File: src/gtid_pkg.sv
`timescale 1ns / 1ps
// ----------------------------------------------------------------------------
// gtid_pkg
// Shared types and codes of the grouped thread id allocator.
// ----------------------------------------------------------------------------
package gtid_pkg;

   localparam int TASK_SLOTS_DEF       = 16;
   localparam int THREADS_PER_TASK_DEF = 128;

   localparam logic [1:0] OP_ALLOC    = 2'd0;
   localparam logic [1:0] OP_FREE     = 2'd1;
   localparam logic [1:0] OP_CLASSIFY = 2'd2;
   localparam logic [1:0] OP_UNUSED   = 2'd3;

   localparam logic [1:0] ST_OK        = 2'd0;
   localparam logic [1:0] ST_NO_SLOT   = 2'd1;
   localparam logic [1:0] ST_TASK_FULL = 2'd2;
   localparam logic [1:0] ST_NOT_ALLOC = 2'd3;

   typedef struct packed {
      logic [1:0]  opcode;
      logic [10:0] task_number;
      logic [6:0]  thread_number;
   } req_word_type;

   typedef struct packed {
      logic [1:0] status;
      logic [6:0] granted_thread;
      logic       whole_space;
   } rsp_word_type;

   typedef struct packed {
      logic capture;
      logic match;
      logic lookup;
      logic load;
      logic finish;
   } cmd_type;

   typedef struct packed {
      logic table_op;
   } stat_type;

endpackage

File: src/gtid_ctrl.sv
`timescale 1ns / 1ps
// ----------------------------------------------------------------------------
// gtid_ctrl
// Sequencer: compare, lookup, load, finish; unused opcode skips lookup, load.
// ----------------------------------------------------------------------------
module gtid_ctrl (
   input  logic              clock,
   input  logic              reset,
   input  logic              start,
   output logic              busy,
   input  gtid_pkg::stat_type stat,
   output gtid_pkg::cmd_type  cmd
);
   import gtid_pkg::*;

   localparam logic [2:0] S_IDLE   = 3'd0;
   localparam logic [2:0] S_MATCH  = 3'd1;
   localparam logic [2:0] S_LOOKUP = 3'd2;
   localparam logic [2:0] S_LOAD   = 3'd3;
   localparam logic [2:0] S_FINISH = 3'd4;

   logic [2:0] state_ff;
   logic [2:0] state_in;

   always_comb begin
      state_in    = state_ff;
      cmd         = '0;
      unique case (state_ff)
         S_IDLE: begin
            if (start) begin
               cmd.capture = 1'b1;
               state_in    = S_MATCH;
            end
         end
         S_MATCH: begin
            cmd.match = 1'b1;
            state_in  = stat.table_op ? S_LOOKUP : S_FINISH;
         end
         S_LOOKUP: begin
            cmd.lookup = 1'b1;
            state_in   = S_LOAD;
         end
         S_LOAD: begin
            cmd.load = 1'b1;
            state_in = S_FINISH;
         end
         S_FINISH: begin
            cmd.finish = 1'b1;
            state_in   = S_IDLE;
         end
         default: begin
            state_in = S_IDLE;
         end
      endcase
   end

   always_ff @(posedge clock) begin
      if (reset) begin
         state_ff <= S_IDLE;
      end else begin
         state_ff <= state_in;
      end
   end

   assign busy = (state_ff != S_IDLE);

endmodule

File: src/gtid_datapath.sv
`timescale 1ns / 1ps
// ----------------------------------------------------------------------------
// gtid_datapath
// Slot tag table, per-slot thread bitmap memory, lowest-clear search and
// response register.
// ----------------------------------------------------------------------------
module gtid_datapath #(
   parameter int TASK_SLOTS       = gtid_pkg::TASK_SLOTS_DEF,
   parameter int THREADS_PER_TASK = gtid_pkg::THREADS_PER_TASK_DEF
) (
   input  logic                   clock,
   input  logic                   reset,
   input  gtid_pkg::cmd_type      cmd,
   output gtid_pkg::stat_type     stat,
   input  gtid_pkg::req_word_type req_word,
   output logic                   rsp_strobe,
   output gtid_pkg::rsp_word_type rsp_word
);
   import gtid_pkg::*;

   localparam int SLOT_W   = (TASK_SLOTS > 1) ? $clog2(TASK_SLOTS) : 1;
   localparam int THREAD_W = $clog2(THREADS_PER_TASK);
   localparam int GROUPS   = (THREADS_PER_TASK + 15) / 16;
   localparam int GRP_W    = (GROUPS > 1) ? $clog2(GROUPS) : 1;
   localparam int IDX_W    = GRP_W + 4;

   req_word_type                req_ff;
   logic [10:0]                 tag_ff [TASK_SLOTS];
   logic [TASK_SLOTS-1:0]       match_ff;
   logic [TASK_SLOTS-1:0]       free_ff;
   logic [SLOT_W-1:0]           slot_ff;
   logic                        have_ff;
   logic                        claim_ff;
   logic [THREADS_PER_TASK-1:0] mem [TASK_SLOTS];
   logic [THREADS_PER_TASK-1:0] rdata_ff;
   logic [THREADS_PER_TASK-1:0] word_ff;
   logic [GROUPS-1:0]           grpz_ff;
   logic                        bit_ok_ff;
   logic                        rsp_strobe_ff;
   rsp_word_type                rsp_ff;

   logic                        hit;
   logic [SLOT_W-1:0]           hit_idx;
   logic                        free_any;
   logic [SLOT_W-1:0]           free_idx;
   logic                        claim_in;
   logic                        have_in;
   logic [SLOT_W-1:0]           slot_in;
   logic [THREADS_PER_TASK-1:0] word_in;
   logic [GROUPS*16-1:0]        pad_in;
   logic [GROUPS-1:0]           grpz_in;
   logic                        in_range;
   logic [THREAD_W-1:0]         thr_idx;
   logic [GROUPS*16-1:0]        pad_fin;
   logic [GRP_W-1:0]            grp_sel;
   logic [15:0]                 chunk;
   logic [3:0]                  lo_sel;
   logic [IDX_W-1:0]            grant_full;
   logic [THREAD_W-1:0]         grant;
   logic                        found;
   logic [THREADS_PER_TASK-1:0] set_word;
   logic [THREADS_PER_TASK-1:0] clr_word;
   logic                        mem_we;
   logic [THREADS_PER_TASK-1:0] mem_wdata;
   logic                        tag_release;
   rsp_word_type                rsp_in;

   assign stat.table_op = (req_ff.opcode != OP_UNUSED);
   assign thr_idx       = req_ff.thread_number[THREAD_W-1:0];
   assign in_range      = ({1'b0, req_ff.thread_number} < 8'(THREADS_PER_TASK));

   // slot lookup
   always_comb begin
      hit      = |match_ff;
      free_any = |free_ff;
      hit_idx  = '0;
      free_idx = '0;
      for (int i = TASK_SLOTS - 1; i >= 0; i--) begin
         if (match_ff[i]) begin
            hit_idx = SLOT_W'(i);
         end
         if (free_ff[i]) begin
            free_idx = SLOT_W'(i);
         end
      end
      claim_in = (req_ff.opcode == OP_ALLOC) && !hit && (req_ff.task_number != 11'd0)
                 && free_any;
      have_in  = hit || claim_in;
      slot_in  = hit ? hit_idx : free_idx;
   end

   // bitmap load and group flags
   always_comb begin
      if (claim_ff) begin
         word_in = THREADS_PER_TASK'(1);
      end else if (have_ff) begin
         word_in = rdata_ff;
      end else begin
         word_in = '0;
      end
      pad_in                         = '1;
      pad_in[THREADS_PER_TASK-1:0]   = word_in;
      for (int g = 0; g < GROUPS; g++) begin
         grpz_in[g] = ~&pad_in[g*16 +: 16];
      end
   end

   // lowest clear thread and update words
   always_comb begin
      pad_fin                       = '1;
      pad_fin[THREADS_PER_TASK-1:0] = word_ff;
      grp_sel = '0;
      for (int g = GROUPS - 1; g >= 0; g--) begin
         if (grpz_ff[g]) begin
            grp_sel = GRP_W'(g);
         end
      end
      chunk  = pad_fin[grp_sel*16 +: 16];
      lo_sel = '0;
      for (int b = 15; b >= 0; b--) begin
         if (!chunk[b]) begin
            lo_sel = 4'(b);
         end
      end
      found      = |grpz_ff;
      grant_full = {grp_sel, lo_sel};
      grant      = grant_full[THREAD_W-1:0];
      set_word   = word_ff;
      if (found) begin
         set_word[grant] = 1'b1;
      end
      clr_word          = word_ff;
      clr_word[thr_idx] = 1'b0;
   end

   // response and writes
   always_comb begin
      rsp_in      = '0;
      mem_we      = 1'b0;
      mem_wdata   = set_word;
      tag_release = 1'b0;
      case (req_ff.opcode)
         OP_ALLOC: begin
            if (!have_ff) begin
               rsp_in.status = ST_NO_SLOT;
            end else begin
               mem_we = cmd.finish;
               if (found) begin
                  rsp_in.status         = ST_OK;
                  rsp_in.granted_thread = 7'(grant);
               end else begin
                  rsp_in.status = ST_TASK_FULL;
               end
            end
         end
         OP_FREE: begin
            if (!have_ff) begin
               rsp_in.whole_space = 1'b1;
            end else if (!bit_ok_ff) begin
               rsp_in.status = ST_NOT_ALLOC;
            end else begin
               mem_we    = cmd.finish;
               mem_wdata = clr_word;
               if (~|clr_word) begin
                  tag_release        = cmd.finish;
                  rsp_in.whole_space = 1'b1;
               end
            end
         end
         OP_CLASSIFY: begin
            rsp_in.whole_space = !have_ff || (~|word_ff) || (req_ff.thread_number == 7'd0);
         end
         default: begin
            rsp_in = '0;
         end
      endcase
   end

   always_ff @(posedge clock) begin
      if (cmd.capture) begin
         req_ff <= req_word;
      end
      if (cmd.match) begin
         for (int i = 0; i < TASK_SLOTS; i++) begin
            match_ff[i] <= (tag_ff[i] == req_ff.task_number) && (req_ff.task_number != 11'd0);
            free_ff[i]  <= (tag_ff[i] == 11'd0);
         end
         have_ff  <= 1'b0;
         claim_ff <= 1'b0;
      end
      if (cmd.lookup) begin
         slot_ff  <= slot_in;
         have_ff  <= have_in;
         claim_ff <= claim_in;
         rdata_ff <= mem[slot_in];
      end
      if (cmd.load) begin
         word_ff   <= word_in;
         grpz_ff   <= grpz_in;
         bit_ok_ff <= in_range && word_in[thr_idx];
      end
      if (mem_we) begin
         mem[slot_ff] <= mem_wdata;
      end
      if (cmd.finish) begin
         rsp_ff <= rsp_in;
      end
   end

   always_ff @(posedge clock) begin
      if (reset) begin
         for (int i = 0; i < TASK_SLOTS; i++) begin
            tag_ff[i] <= '0;
         end
         rsp_strobe_ff <= 1'b0;
      end else begin
         rsp_strobe_ff <= cmd.finish;
         if (cmd.lookup && claim_in) begin
            tag_ff[slot_in] <= req_ff.task_number;
         end
         if (tag_release) begin
            tag_ff[slot_ff] <= '0;
         end
      end
   end

   assign rsp_strobe = rsp_strobe_ff;
   assign rsp_word   = rsp_ff;

endmodule

File: src/grouped_thread_id_allocator.sv
`timescale 1ns / 1ps
// ----------------------------------------------------------------------------
// grouped_thread_id_allocator
// Per-task thread number allocator over a table of task slots.
// ----------------------------------------------------------------------------
// A request word is taken when start is high while busy is low. Its response
// word appears on rsp_word with rsp_strobe high for exactly one cycle, once the
// request has gone through parallel tag compare, slot encode with bitmap memory
// read, bitmap load with group flags, lowest-clear search with write-back, then
// the response register; the unused opcode skips slot encode and bitmap load.
// The response word is registered; it cannot be held off, so capture it on the
// strobe. busy drops in the strobe cycle, so a new request is taken only after
// the last one has completed.
// ----------------------------------------------------------------------------
module grouped_thread_id_allocator #(
   parameter int TASK_SLOTS       = gtid_pkg::TASK_SLOTS_DEF,
   parameter int THREADS_PER_TASK = gtid_pkg::THREADS_PER_TASK_DEF
) (
   input  logic                   clock,
   input  logic                   reset,
   input  logic                   start,
   output logic                   busy,
   input  gtid_pkg::req_word_type req_word,
   output logic                   rsp_strobe,
   output gtid_pkg::rsp_word_type rsp_word
);
   import gtid_pkg::*;

   cmd_type  cmd;
   stat_type stat;

   gtid_ctrl u_ctrl (
      .clock (clock),
      .reset (reset),
      .start (start),
      .busy  (busy),
      .stat  (stat),
      .cmd   (cmd)
   );

   gtid_datapath #(
      .TASK_SLOTS       (TASK_SLOTS),
      .THREADS_PER_TASK (THREADS_PER_TASK)
   ) u_datapath (
      .clock      (clock),
      .reset      (reset),
      .cmd        (cmd),
      .stat       (stat),
      .req_word   (req_word),
      .rsp_strobe (rsp_strobe),
      .rsp_word   (rsp_word)
   );

endmodule
File: config.mk
export PLATFORM = sky130hd
export DESIGN_NAME = grouped_thread_id_allocator
export DESIGN_NICKNAME = d
export VERILOG_FILES = /design/src/gtid_pkg.sv /design/src/gtid_ctrl.sv /design/src/gtid_datapath.sv /design/src/grouped_thread_id_allocator.sv
export SDC_FILE = /design/constraint.sdc
export NUM_CORES = 2
export LEC_CHECK = 0
export ABC_AREA = 1
export BUFFER_PORTS_ARGS = -buffer_cell sky130_fd_sc_hd__buf_2
export CORE_MARGIN = 2
export CORE_UTILIZATION = 35
export DETAILED_ROUTE_END_ITERATION = 10
export HOLD_SLACK_MARGIN = 0.06
export SLEW_MARGIN = 25
export SYNTH_ARGS = -nofsm -noshare
export SYNTH_HDL_FRONTEND = slang
export SYNTH_SLANG_ARGS = --single-unit
File: constraint.sdc
create_clock -name clock -period 32.7 [get_ports clock]
set_input_delay 4.905 -clock clock [delete_from_list [all_inputs] [get_ports clock]]
set_output_delay 4.905 -clock clock [all_outputs]
set_load 0.01 [all_outputs]
# Word level (Yosys, flattened, before mapping)
# Memories as Yosys holds them, arrays and structs flattened. A register that Yosys moved wholly into a read port is not among the register bits.
# Index checks and enable logic that the tools add are counted.
# W data, S select, Z words.
[classes] n_eq_ne=24 bitwise_logic=3 mux=114 div_mod_pow=0 multipliers=0 n_lt_le_gt_ge=4 shifts=1 n_reduce_logical=74 n_addsub=0
[op_table] op="$mux W128" count=6
[op_table] op="$reduce_or A128 Y1" count=2
[op_table] op="$mux W4" count=51
[op_table] op="$eq A11 B11 Y1" count=16
[op_table] op="$logic_not A11 Y1" count=16
[op_table] op="$and A128 B128 Y128" count=1
[op_table] op="$not A128 Y128" count=1
[op_table] op="$or A128 B128 Y128" count=1
[op_table] op="$reduce_and A16 Y1" count=8
[op_table] op="$shiftx A128 B8 Y16" count=1
[op_table] op="$mux W1" count=34
[op_table] op="$reduce_or A16 Y1" count=2
[op_table] op="$mux W3" count=10
[op_table] op="$logic_and A1 B1 Y1" count=22
[op_table] op="$mux W11" count=2
[op_table] op="$reduce_or A11 Y1" count=2
[op_table] op="$lt A7 B8 Y1 const B" count=2
[op_table] op="$demux W1 S7" count=2
[op_table] op="$ge A7 B1 Y1 const B" count=2
[op_table] op="$pmux W3 S4" count=1
[op_table] op="$logic_not A1 Y1" count=11
[op_table] op="$reduce_bool A11 Y1" count=1
[op_table] op="$mux W2" count=4
[op_table] op="$reduce_or A8 Y1" count=1
[op_table] op="other kinds (16)" count=21
[totals] elab_cells=238 latchBits=0 ff_bits=209 rom_bits=0 n_memories=2 out_inout_bits=12 ramBits=2224
[memory_table] memory="u_datapath.mem" depth=16 word_bits=128 rd=1 rd_ports_with_merged_regs=1 write_ports=1 line_no="gtid_datapath.sv:34" source="logic [THREADS_PER_TASK-1:0] mem [TASK_SLOTS];"
[memory_table] memory="u_datapath.tag_ff" depth=16 word_bits=11 rd=16 rd_ports_with_merged_regs=0 write_ports=16 line_no="gtid_datapath.sv:28" source="logic [10:0] tag_ff [TASK_SLOTS];"

# Depth between registers and ports, before layout
[depth] depth_word=34 depth_mapped=32

# Hierarchy
# A second synthesis with hierarchy kept.
[unflattened] cells_unflattened=8530 area_unflattened_um2=107353.0
[modules_own_cells] mod="gtid_datapath" area_per_inst_um2=107202.8 seq_area_each_um2=76803.7 n_inst=1 cells_each=8506
[modules_own_cells] mod="gtid_ctrl" area_per_inst_um2=150.1 seq_area_each_um2=60.1 n_inst=1 cells_each=24

# Least setup slack after synthesis
# Ideal clock, no wire load.
[synth_path] path_kind="register to register" from="reg u_ctrl.state_ff[1]" to="mem u_datapath.tag_ff[9][0] (enable)" t_required_ns=32.355 path_stages_with_launch=12 t_arrival_ns=11.315 setup_slack_ns=21.040 setup_ns=0.345 synth_period_minus_slack_ns=11.660 path_cell_list="dfxtp_1 -> inv_1 -> nor3_1 -> nand3_1 -> a311oi_1 -> nand2_1 -> nand2_1 -> nand2_1 -> nor2_4 -> nand2_1 -> buf_4 -> nand2_1"
[synth_rtl] item="start: declaration" line_no="gtid_ctrl.sv:22" source="logic [2:0] state_ff;"
[synth_rtl] item="start signal: assignment" line_no="gtid_ctrl.sv:61" source="state_ff <= state_in;"
[synth_rtl] item="end: declaration" line_no="gtid_datapath.sv:28"

==> run_results.csv <==
group,metric,value,unit
run_status,status,"complete, no violations",
global_routing,grt_pass1_wl,486000,µm
finish,nets,8485,
clock_network,cts_inserted_buffers,267,
die,placementRows,203,
logic_synthesis,synth_fp_nets,8566,
power,power.internal,5.38,mW
place,portBuffers,34,
die,initial_utilization,35.1,%
power,power.leakage,39.2,nW
timing,drv_slew,0,
drt,vias_per_cell,5.76,
place,place_congestion,1.03,
global_routing,grt_max_degree,203,
worst_hold_path,min_path_type,"register to register",
setup_path,critPathCaptureType,"register",
logic_synthesis,synth_cell_type_count,54,
global_routing,grt_usage,21.2,%
drt,routed.top_layer,"met5",
die,fp.dieH,557,µm
finish,n_fill_cell,28400,
logic_synthesis,syn_area,107000,µm²
setup_path,worstPathRequired,33.18,ns
power,clock_power_share,41.9,%
setup_path,critPathArrivalTime,7.74,ns
clock_network,clock_path_buffers,4,
logic_synthesis,synth_edf_count,2557,
drt,post-route-drc-count,0,
global_routing,grt_overflow,0,
drt,routedWlPerCell,26.8,µm
place,dp_hpwl,192000,µm
drt,first_pass_iters,7,
logic_synthesis,ys.flop_type,"edfxtp_1",
timing,hold_ws,0.515,ns
logic_synthesis,ys_ff_latch,2561,
timing,post-route-period-util,22.2,%
timing,skew,0.0605,ns
die,io_pins,35,
clock_network,root_buffer,"clkbuf_16",
logic_synthesis,syn_area_per_cell,12.6,µm²
power,power.switching,1.58,mW
power,p_per_area,57.6,nW/µm²
die,die_w,557,µm
power,power_frac_comb,5.8,%
clock_network,cts_sinks,2561,
finish,layout-drive-gt1-share,12.9,%
logic_synthesis,async_flop_share,0,%
logic_synthesis,synth_warnings,0,
flow_run,max_cap_viol_count,0,
clock_network,cts_hold_buf,0,
die,die-area,311000,µm²
drt,routed_wl,341000,µm
drt,via_count,73400,
clock_network,ctsResizeCount,0,
power,ir_worst_vdd,0.0393,mV
timing,rsz0062_at_grt,"false",
setup_path,critPathMaxFanout,20,
timing,max_freq,138,MHz
power,power_frac_seq,52.3,%
drt,ant_nets,0,
clock_network,clkTransAtPathRegs,0.06,ns
clock_network,cts_tree,"yes",
setup_path,path_class,"input pin to register",
timing,period_minus_slack,7.26,ns
drt,wl_met3,32800,µm
timing,hold_viol,0,
die,coreArea,305000,µm²
drt,drt_iter0_markers,10100,
clock_network,clock_latency,0.88,ns
drt,wl_met1,143000,µm
clock_network,htreeDepth,5,
drt,dr_wl_met2,154000,µm
power,p_sw_share,22.7,%
global_routing,grt_pass1_vias,68800,
global_routing,antenna_found_initial,9,
finish,syn2layout_area_growth,12.7,%
timing,setup_violations,0,
timing,setup_tns,0,ns
timing,slew-limit-headroom,23.6,%
logic_synthesis,synth_seq_area_share,71.7,%
setup_path,startpoint_type,"input pin",
clock_network,cts_setup_buffers,0,
logic_synthesis,synth_cells,8539,
timing,max_slew.worst_pin.slew,1.14,ns
==> power groups by stage <==
stage,Sequential [mW],Combinational [mW],Clock [mW]
2_1_floorplan,3.70,0.259,0
3_3_place_gp,3.71,0.383,0
3_5_place_dp,3.71,0.394,0
4_1_cts,3.64,0.395,2.95
5_1_grt,3.64,0.434,3.07
6_report,3.64,0.402,2.91
==> cell families (layout without fill, tap and decap cells) <==
| kind of cell | Yosys count | after routing | synth area share (%) |
|---|---|---|---|
| other | 0 | 2 | 0 |
| muxes | 44 | 44 | 0.411 |
| xor gates and xnor gates | 89 | 89 | 0.727 |
| AOI/OAI and AO/OA | 2202 | 2202 | 12.4 |
| buffers and inverters | 967 | 1079 | 3.46 |
| DFF | 2561 | 2561 | 71.7 |
| adders and majority gates | 4 | 4 | 0.0467 |
| and+or+nand+nor | 2672 | 2672 | 11.2 |
==> path summary, 6_finish.rpt <==
check	end	depth (start not counted)	start	slack (ns)
max	u_datapath.tag_ff[9][3]	8	reset	25.44
min	u_ctrl.state_ff[0]	1	u_ctrl.state_ff[2]	0.51
max reg2reg	u_datapath.tag_ff[9][3]	15	u_datapath.thr_idx[5]	26.05
min reg2reg	u_ctrl.state_ff[0]	1	u_ctrl.state_ff[2]	0.51
==> area by class of cell <==
class | count | area [µm²] | area share [%]
well taps | 4100 | 5130 | 4.25
diodes | 2 | 5.00 | 0.00415
multi-input cells | 5011 | 27200 | 22.5
clock buffers | 323 | 6930 | 5.74
flip-flops and latches | 2561 | 76900 | 63.7
inverters | 385 | 1470 | 1.22
clock inverters | 139 | 1230 | 1.02
repair buffers | 232 | 1870 | 1.55
==> cell usage after synthesis, types with 130 or more instances <==
library cell  instances  area (µm²)
a21oi_1             367        1840
edfxtp_1           2557       76800
o21ai_0            1005        5030
inv_1               363        1360
clkbuf_1            493        1850
nand3_1             175         876
o22ai_1             142         888
o221ai_1            130        1140
nand2_1             490        1840
o211ai_1            233        1750
or2_2               321        2010
nor2_1             1312        4920
nand4_1             162        1010
==> cells in the final DEF (no fill, tap or decap), types with 6 or more instances in the layout <==
master / instances
or4_1: 9
nor4_1: 114
buf_4: 173
clkbuf_1: 54
o311ai_0: 24
inv_2: 16
nor2_4: 25
a21oi_2: 103
buf_12: 12
a221oi_1: 16
clkinv_2: 37
o32ai_1: 108
a31o_2: 10
edfxtp_1: 2557
a22oi_1: 32
o22ai_1: 142
mux2i_1: 44
nand3_1: 174
o211ai_1: 233
clkinv_8: 6
xnor2_1: 55
nand4_1: 162
buf_6: 9
buf_2: 34
clkbuf_16: 269
inv_1: 358
xor2_1: 34
nor2_2: 38
nand2_1: 484
or2_2: 321
o21bai_1: 86
clkinv_1: 65
inv_6: 13
nor3_1: 40
o21ai_0: 1005
a21oi_1: 263
o221ai_1: 130
bufinv_16: 17
nor2_1: 1283
o2111ai_1: 20
==> per-stage QoR <==
step / worst slack, ns / utilization [%] / cells / total power [mW] / area [µm²]
after floorplan: 21.04 / - / 8539 / 3.96 / 107000
after global placement: 24.66 / 36.7 / 12300 / 4.09 / 112000
after detailed placement: 24.62 / 36.8 / 12300 / 4.10 / 112000
after CTS: 25.53 / 39.5 / 12800 / 6.98 / 121000
after global routing: 25.30 / 39.5 / 12800 / 7.14 / 121000
final: 25.44 / 39.5 / 12800 / 6.95 / 121000
==> routing by layer <==
layer	global-route usage, %	vias to the layer above
li1	-	31500
met3	3.64	743
met2	32.9	4081
met5	0	-
met1	30.3	37000
met4	6.66	6
==> worst max-delay path, cell delays in order <==
cell and delay (ns):
buf_2 0.15, nor2_1 0.23, nand3b_1 0.67, o21ai_1 0.65, nand2_1 0.13, inv_2 0.13
nand2_1 0.35, nand2_1 0.49
==> state kept, by name (all words and copies together) (netlist names) <==
signal	count
u_datapath.rsp_word	10
u_datapath.rsp_strobe	1
u_datapath.req_ff	13
u_datapath.claim_ff	1
u_datapath.mem	2048
u_datapath.slot_ff	4
u_datapath.have_ff	1
u_datapath.tag_ff	176
u_datapath.free_ff	16
u_ctrl.state_ff	3
u_datapath.pad_fin	128
u_datapath.match_ff	16
u_datapath.grpz_ff	8
u_datapath.rdata_ff	128
u_datapath.bit_ok_ff	1
u_datapath.thr_idx	7
Note: power is estimated with default switching activity, not from simulation.
